## config.mk

```make
export PLATFORM = sky130hd
export DESIGN_NAME = life_generation_row_stepper
export DESIGN_NICKNAME = d
export VERILOG_FILES = /design/src/design/lgrs_pkg.sv /design/src/design/lgrs_cell.sv /design/src/design/life_generation_row_stepper.sv
export SDC_FILE = /design/constraint.sdc
export NUM_CORES = 1
export LEC_CHECK = 0
export BUFFER_PORTS_ARGS = -buffer_cell sky130_fd_sc_hd__clkbuf_2
export CAP_MARGIN = 20
export CORE_ASPECT_RATIO = 0.6
export CORE_MARGIN = 2
export CORE_UTILIZATION = 57
export CTS_BUF_LIST = sky130_fd_sc_hd__clkbuf_8
export DETAILED_ROUTE_END_ITERATION = 16
export PLACE_DENSITY = 0.79
export SLEW_MARGIN = 20
export SYNTH_ARGS = -nofsm -noshare
export SYNTH_HDL_FRONTEND = slang
export SYNTH_HIERARCHICAL = 1
export SYNTH_SLANG_ARGS = --single-unit
```

## constraint.sdc

```tcl
create_clock -name clk -period 8.1 [get_ports clk]
set_input_delay 0 -clock clk [delete_from_list [all_inputs] [get_ports clk]]
set_output_delay 0 -clock clk [all_outputs]
set_load 0.05 [all_outputs]
```

## src/design/lgrs_pkg.sv

```systemverilog
// Package with the item types, cell interface types and constants of the Life row stepper.
`timescale 1ns / 1ps

package lgrs_pkg;

  localparam int ROW_W = 64;
  localparam int CFG_W = 7;
  localparam int ADDR_W = 3;
  localparam int DATA_W = 32;
  localparam int COUNT_W = 4;

  localparam logic [ADDR_W-1:0] ADDR_ACTIVE_WIDTH = 3'd0;
  localparam logic [CFG_W-1:0] ACTIVE_WIDTH_RESET = 7'd64;

  localparam logic [COUNT_W-1:0] BIRTH_COUNT = 4'd3;
  localparam logic [COUNT_W-1:0] SURVIVE_COUNT = 4'd2;

  typedef struct packed {
    logic [ROW_W-1:0] row_bits;
    logic last_row;
  } row_item_t;

  typedef struct packed {
    logic [ROW_W-1:0] next_row;
    logic grid_done;
  } result_item_t;

  typedef struct packed {
    logic load;
    logic shift;
    logic clear;
  } cell_ctl_t;

  typedef struct packed {
    logic up;
    logic mid;
    logic down;
  } nbr_t;

endpackage

```

## src/design/lgrs_cell.sv

```systemverilog
// One grid column: holds the two previous rows' bits and applies the B3/S23 rule.
`timescale 1ns / 1ps

module lgrs_cell
  import lgrs_pkg::*;
(
  input  logic      clk,
  input  logic      rst,
  input  cell_ctl_t ctl,
  input  logic      en,
  input  logic      row_bit,
  input  logic      down_bit,
  input  nbr_t      left,
  input  nbr_t      right,
  output nbr_t      own,
  output logic      next_bit
);

  logic above;
  logic middle;
  logic [COUNT_W-1:0] n;

  always_ff @(posedge clk) begin
    if (rst || ctl.clear) begin
      above <= 1'b0;
      middle <= 1'b0;
    end else if (ctl.load) begin
      above <= ctl.shift ? middle : 1'b0;
      middle <= row_bit;
    end
  end

  assign own.up = above & en;
  assign own.mid = middle & en;
  assign own.down = down_bit;

  assign n = COUNT_W'(left.up) + COUNT_W'(left.mid) + COUNT_W'(left.down)
           + COUNT_W'(own.up) + COUNT_W'(own.down)
           + COUNT_W'(right.up) + COUNT_W'(right.mid) + COUNT_W'(right.down);

  assign next_bit = en & ((n == BIRTH_COUNT) | (own.mid & (n == SURVIVE_COUNT)));

endmodule

```

## src/design/life_generation_row_stepper.sv

```systemverilog
// Top level of the Life row stepper: config register, column cells and result queue.
//
//   channel   dir  handshake              payload
//   row       in   row_valid / row_stall  row_item (row_bits, last_row)
//   res       out  res_valid / res_stall  res_item (next_row, grid_done)
//   apb       in   psel / penable / pwrite  paddr, pwdata, prdata
//
// A row item is taken every cycle unless row_stall is high; a row flagged last also gives a
// second, closing result, set by the single rule evaluation per column cell.
// Results are registered into a two-entry queue and leave from its head.
// Reset clears the held rows, the queue and sets the active width to 64.
// The row side stalls only while the queue is full or the closing result is pending.
`timescale 1ns / 1ps

module life_generation_row_stepper
  import lgrs_pkg::*;
#(
  parameter int MAX_WIDTH = 64
)
(
  input  logic                clk,
  input  logic                rst,
  input  logic                row_valid,
  output logic                row_stall,
  input  row_item_t           row_item,
  output logic                res_valid,
  input  logic                res_stall,
  output result_item_t        res_item,
  input  logic                psel,
  input  logic                penable,
  input  logic                pwrite,
  input  logic [ADDR_W-1:0]   paddr,
  input  logic [DATA_W-1:0]   pwdata,
  output logic [DATA_W-1:0]   prdata,
  output logic                pready
);

  logic [CFG_W-1:0] active_width;
  logic [CFG_W-1:0] eff_width;
  logic [ROW_W-1:0] col_en;
  logic [ROW_W-1:0] row_masked;
  logic [ROW_W-1:0] down_vec;
  logic [ROW_W-1:0] next_vec;

  logic row_seen;
  logic flush_pending;
  logic accept;
  logic flush_go;
  logic push;
  logic pop;
  cell_ctl_t ctl;

  result_item_t fifo_q [2];
  logic wr_ptr;
  logic rd_ptr;
  logic [1:0] fill;
  result_item_t push_item;

  nbr_t own_nb [MAX_WIDTH];

  assign pready = 1'b1;

  always_ff @(posedge clk) begin
    if (rst) begin
      active_width <= ACTIVE_WIDTH_RESET;
    end else if (psel && penable && pwrite && paddr == ADDR_ACTIVE_WIDTH) begin
      active_width <= pwdata[CFG_W-1:0];
    end
  end

  always_comb begin
    prdata = '0;
    if (paddr == ADDR_ACTIVE_WIDTH) begin
      prdata[CFG_W-1:0] = active_width;
    end
  end

  always_comb begin
    if (active_width == '0) begin
      eff_width = CFG_W'(1);
    end else if (active_width > CFG_W'(MAX_WIDTH)) begin
      eff_width = CFG_W'(MAX_WIDTH);
    end else begin
      eff_width = active_width;
    end
  end

  always_comb begin
    for (int c = 0; c < ROW_W; c++) begin
      col_en[c] = (c < MAX_WIDTH) && (CFG_W'(c) < eff_width);
    end
  end

  assign row_masked = row_item.row_bits & col_en;
  assign down_vec = flush_pending ? '0 : row_masked;

  assign row_stall = flush_pending || (fill == 2'd2);
  assign accept = row_valid && !row_stall;
  assign flush_go = flush_pending && (fill != 2'd2);
  assign pop = res_valid && !res_stall;

  assign ctl.load = accept;
  assign ctl.shift = row_seen;
  assign ctl.clear = flush_go;

  always_ff @(posedge clk) begin
    if (rst) begin
      row_seen <= 1'b0;
      flush_pending <= 1'b0;
    end else if (flush_go) begin
      row_seen <= 1'b0;
      flush_pending <= 1'b0;
    end else if (accept) begin
      row_seen <= 1'b1;
      flush_pending <= row_item.last_row;
    end
  end

  for (genvar c = 0; c < MAX_WIDTH; c++) begin : g_col
    nbr_t left_nb;
    nbr_t right_nb;
    if (c == 0) begin : g_lb
      assign left_nb = '0;
    end else begin : g_li
      assign left_nb = own_nb[c-1];
    end
    if (c == MAX_WIDTH - 1) begin : g_rb
      assign right_nb = '0;
    end else begin : g_ri
      assign right_nb = own_nb[c+1];
    end
    lgrs_cell u_cell (
      .clk      (clk),
      .rst      (rst),
      .ctl      (ctl),
      .en       (col_en[c]),
      .row_bit  (row_masked[c]),
      .down_bit (down_vec[c]),
      .left     (left_nb),
      .right    (right_nb),
      .own      (own_nb[c]),
      .next_bit (next_vec[c])
    );
  end

  if (MAX_WIDTH < ROW_W) begin : g_pad
    assign next_vec[ROW_W-1:MAX_WIDTH] = '0;
  end

  assign push = (accept && row_seen) || flush_go;
  assign push_item.next_row = next_vec;
  assign push_item.grid_done = flush_go;

  always_ff @(posedge clk) begin
    if (push) begin
      fifo_q[wr_ptr] <= push_item;
    end
  end

  always_ff @(posedge clk) begin
    if (rst) begin
      wr_ptr <= 1'b0;
      rd_ptr <= 1'b0;
      fill <= 2'd0;
    end else begin
      if (push) begin
        wr_ptr <= ~wr_ptr;
      end
      if (pop) begin
        rd_ptr <= ~rd_ptr;
      end
      if (push && !pop) begin
        fill <= fill + 2'd1;
      end else if (pop && !push) begin
        fill <= fill - 2'd1;
      end
    end
  end

  assign res_valid = (fill != 2'd0);
  assign res_item = fifo_q[rd_ptr];

  a_fill_bound: assert property (@(posedge clk) disable iff (rst) fill != 2'd3)
    else $error("Result queue fill count out of range.");

  a_last_flush: assert property (@(posedge clk) disable iff (rst)
    (accept && row_item.last_row) |=> flush_pending)
    else $error("Last row did not schedule the closing result.");

  a_flush_out: assert property (@(posedge clk) disable iff (rst) flush_go |=> res_valid)
    else $error("Closing result was not queued.");

  a_unused_cols: assert property (@(posedge clk) disable iff (rst)
    push |-> ((next_vec & ~col_en) == '0))
    else $error("Result has live cells beyond the active width.");

endmodule
```

==> metrics.md <==
| Metric | Value |
|---|---|
| GRT Residual Overflow | `0` |
| Cell count of the worst reg-to-reg path | `12` |
| Post-synthesis cell type count | `70` |
| Setup Skew | `0.0247 ns` |
| Hold Path Depth | `4` |
| GRT Total Usage | `0.271` |
| CTS H-tree depth | `2` |
| YS warnings | `6` |
| Mapped cell area | `0.0257 mm2` |
| DR vias | `19.0k` |
| Initial DRC count | `1033` |
| Setup Crit Path Kind | `reg -> reg` |
| Die area | `0.0469 mm2` |
| Crit path depth | `12` |
| Worst flop-to-flop path endpoint | `fifo_q[1][32]` |
| Sequential Area | `0.00676 mm2` |
| CP max FO | `31` |
| Num CTS Buffers | `47` |
| RSZ-0062 raised after global routing | `false` |
| Mapped Cells | `2544` |
| Root Driver | `clkbuf_8` |
| Crit-path slowest cell | `o21ai_0` |
| Synth top area share | `0.199` |
| First-pass GRT wire length | `102000 um` |
| EDFF count, synth | `130` |
| WP data arrival | `5.48 ns` |
| Mean area per synthesized cell | `10.1 um2` |
| Min-delay worst type | `in -> reg` |
| Footprint of the multi-input gates | `0.0162 mm2` |
| Critical Path Start | `active_width[6]` |
| Ys flop type | `dfxtp_1` |
| Share of cells above drive strength 1 | `0.142` |
| Power density over cell area | `218 mW/mm2` |
| Resize count post-CTS | `0` |
| Clock Tree Buf Depth | `3` |
| Endpoints failing hold | `0` |
| Worst-Skew Late Latency | `0.62 ns` |
| CP peak stage delay | `0.88 ns` |
| Fin crit share | `0.622` |
| Period minus WS final | `5.04 ns` |
| Most frequent cells in the layout | `inv_1, fa_1, ha_1` |
| Post-DRT Antenna Nets | `0` |
| Commonest non-fill, non-tap cell in the layout | `inv_1` |
| Drt wl/cell | `18.5 um` |
| Number of I/O port buffers | `155` |
| FP Rows | `60` |
| HP Start | `row_item[1]` |
| Seq cells post-synth | `272` |
| Clk pin slew, worst setup/hold paths | `0.07 ns` |
| Core Region | `0.0447 mm2` |
| DRT Wirelength | `62400 um` |
| Peak supply drop | `268 uV` |
| Ys async rst share | `0` |
| CP cell instances | `buf_4 > nand4b_2 > o21ai_0 > and3b_1 > inv_1 > fa_1 > fa_1 > inv_1 > ha_1 > fa_1 > or2_1 > a211oi_2` |
| IO Pins | `207` |
| Startpoint Class | `register` |
| Initial antenna violation count | `1` |
| Synth-to-layout area growth | `11.0%` |
| Largest net degree at the start of global routing | `193` |
| Top post-synthesis cells by area | `fa_1, edfxtp_1, dfxtp_1` |
| Status | `completed` |
| DP HPWL | `44400 um` |
| CTS tree | `built` |
| CP required | `8.54 ns` |
| Largest area contributor in the netlist | `fa_1` |
| Filler cells | `3462` |
| Crit path capture type | `register` |
| DRC | `0` |
| Die Y | `169 um` |
| First-pass iteration count of the detailed router | `5` |
| Drt via density | `5.64` |
| Nets | `3302` |
| Crit path buf inv count | `3` |
| RD Place Congestion | `0.906` |
| Max cap viols | `0` |
| Top cell by count, worst path | `fa_1` |
| Crit Reg-Reg Startpoint | `active_width[6]` |
| CTS sink cnt | `272` |
| Setup TNS | `0 ns` |
| Worst Max-Slew Pin Slew | `1.11 ns` |
| Crit-path leading delay family | `adder cells` |
| Number of global-route vias before repair | `20.3k` |
| Chip width | `278 um` |
| Design Power | `0.00621 W` |
| Fmax | `0.198 GHz` |
| Seq/Total Area, Yosys | `0.262` |
| Leak Pwr | `13.7 nW` |
| Final setup fails | `0` |
| Final Max Tran Viols | `0` |
| Slew headroom | `0.260` |
| Starting Density | `0.576` |
| Flop2flop setup slack | `3.06 ns` |
| Hold path endpoint | `g_col[0].u_cell/middle` |
## final cells by class
type	instances	area share
Clock buffer	56	0.0270
Clock inverter	31	0.0105
Multi-Input combinational cell	1636	0.568
Timing Repair Buffer	255	0.0621
Inverter	534	0.0702
Sequential cell	272	0.237
Tap cell	589	0.0258
Antenna cell	1	0.0000876
## state kept, by name, summed over array words and instances, names as in the netlist, named ones only
| register | count |
|---|---|
| fill | 2 |
| fifo_q | 130 |
| rd_ptr | 1 |
| active_width | 7 |
| g_col.u_cell/above | 64 |
| g_col.u_cell/middle | 64 |
| flush_pending | 1 |
| row_seen | 1 |
| wr_ptr | 1 |
## power breakdown
group	total (W)	internal, W	switching, W
clock network	0.00145	0.000825	0.000625
logic	0.00292	0.00108	0.00184
registers	0.00184	0.00171	0.000130
## tightest hold or removal path, cell delays in order
cell and delay [ns]:
dlygate4sd3_1 0.53, clkbuf_2 0.11, mux2i_1 0.07, nor3_1 0.14
## logic make-up (layout without fill, tap and decap cells)
family / after synthesis / in the layout / synth area share
DFF: 272 / 272 / 0.262
xor gates and xnor gates: 3 / 3 / 0.00102
other: 2 / 36 / 0.000292
and+or+nand+nor: 679 / 679 / 0.162
AOI/OAI and AO/OA: 334 / 334 / 0.112
buffers and inverters: 669 / 876 / 0.113
muxes: 136 / 136 / 0.0561
adders and majority gates: 449 / 449 / 0.293
## per-layer routing
layer	track usage	vias to the layer above	part of all wire
met4	0.0900	0	0.032
met2	0.451	557	0.46
met5	0	-	0
met1	0.364	9505	0.44
met3	0.0429	142	0.059
li1	-	8834	-
## synth_stat cells, types with 2 or more instances
| cell | count |
|---|---|
| or3_1 | 3 |
| nor3_1 | 78 |
| o21ai_0 | 20 |
| clkbuf_1 | 14 |
| or2_2 | 3 |
| ha_1 | 193 |
| fa_1 | 256 |
| nand2_1 | 17 |
| a21boi_0 | 2 |
| a31oi_1 | 2 |
| buf_6 | 3 |
| o31ai_1 | 2 |
| nor2b_1 | 28 |
| o21a_1 | 2 |
| nand2b_1 | 81 |
| o21ai_1 | 5 |
| a211oi_2 | 64 |
| a21oi_1 | 25 |
| mux2i_1 | 71 |
| xor2_1 | 3 |
| or2_1 | 65 |
| inv_2 | 2 |
| o21bai_1 | 2 |
| buf_4 | 93 |
| or4b_1 | 2 |
| mux2_2 | 65 |
| o211a_1 | 65 |
| inv_1 | 532 |
| dfxtp_1 | 142 |
| and2_1 | 162 |
| o211ai_1 | 64 |
| buf_2 | 24 |
| a21o_1 | 2 |
| nor3b_1 | 18 |
| nand3b_1 | 66 |
| conb_1 | 2 |
| nand3_1 | 65 |
| a211oi_1 | 67 |
| and3_1 | 20 |
| edfxtp_1 | 130 |
| and3b_1 | 16 |
| nor2_1 | 40 |
## metrics by stage
stage                     area, um2  setup WS (ns)  hold WS, ns   util  instances
final                         28600           3.06        0.304  0.639       3374
after global routing          28600           2.93        0.300  0.639       3374
after CTS                     28500           3.19        0.265  0.639       3372
after detailed placement      26600           3.20        0.254  0.596       3200
after global placement        26600           3.30        0.251  0.596       3200
after floorplan               25900           2.48       0.0728      -       2577
## worst max-delay path by stage
stage | endpoint | slack [ns]
2_1_floorplan | g_col[0].u_cell/middle | 2.48
3_3_place_gp | fifo_q[0][32] | 3.30
3_5_place_dp | fifo_q[1][32] | 3.20
4_1_cts | fifo_q[1][32] | 3.19
5_1_grt | fifo_q[1][32] | 2.93
6_report | fifo_q[1][32] | 3.06
## timing repair
item | CTS | global route
hold buffers | 85 | 0
endpoints found under the hold margin | 86 | 0
endpoints found under the setup margin | 0 | 0
setup buffers | 0 | 0
(Power assumes the default switching activity.)
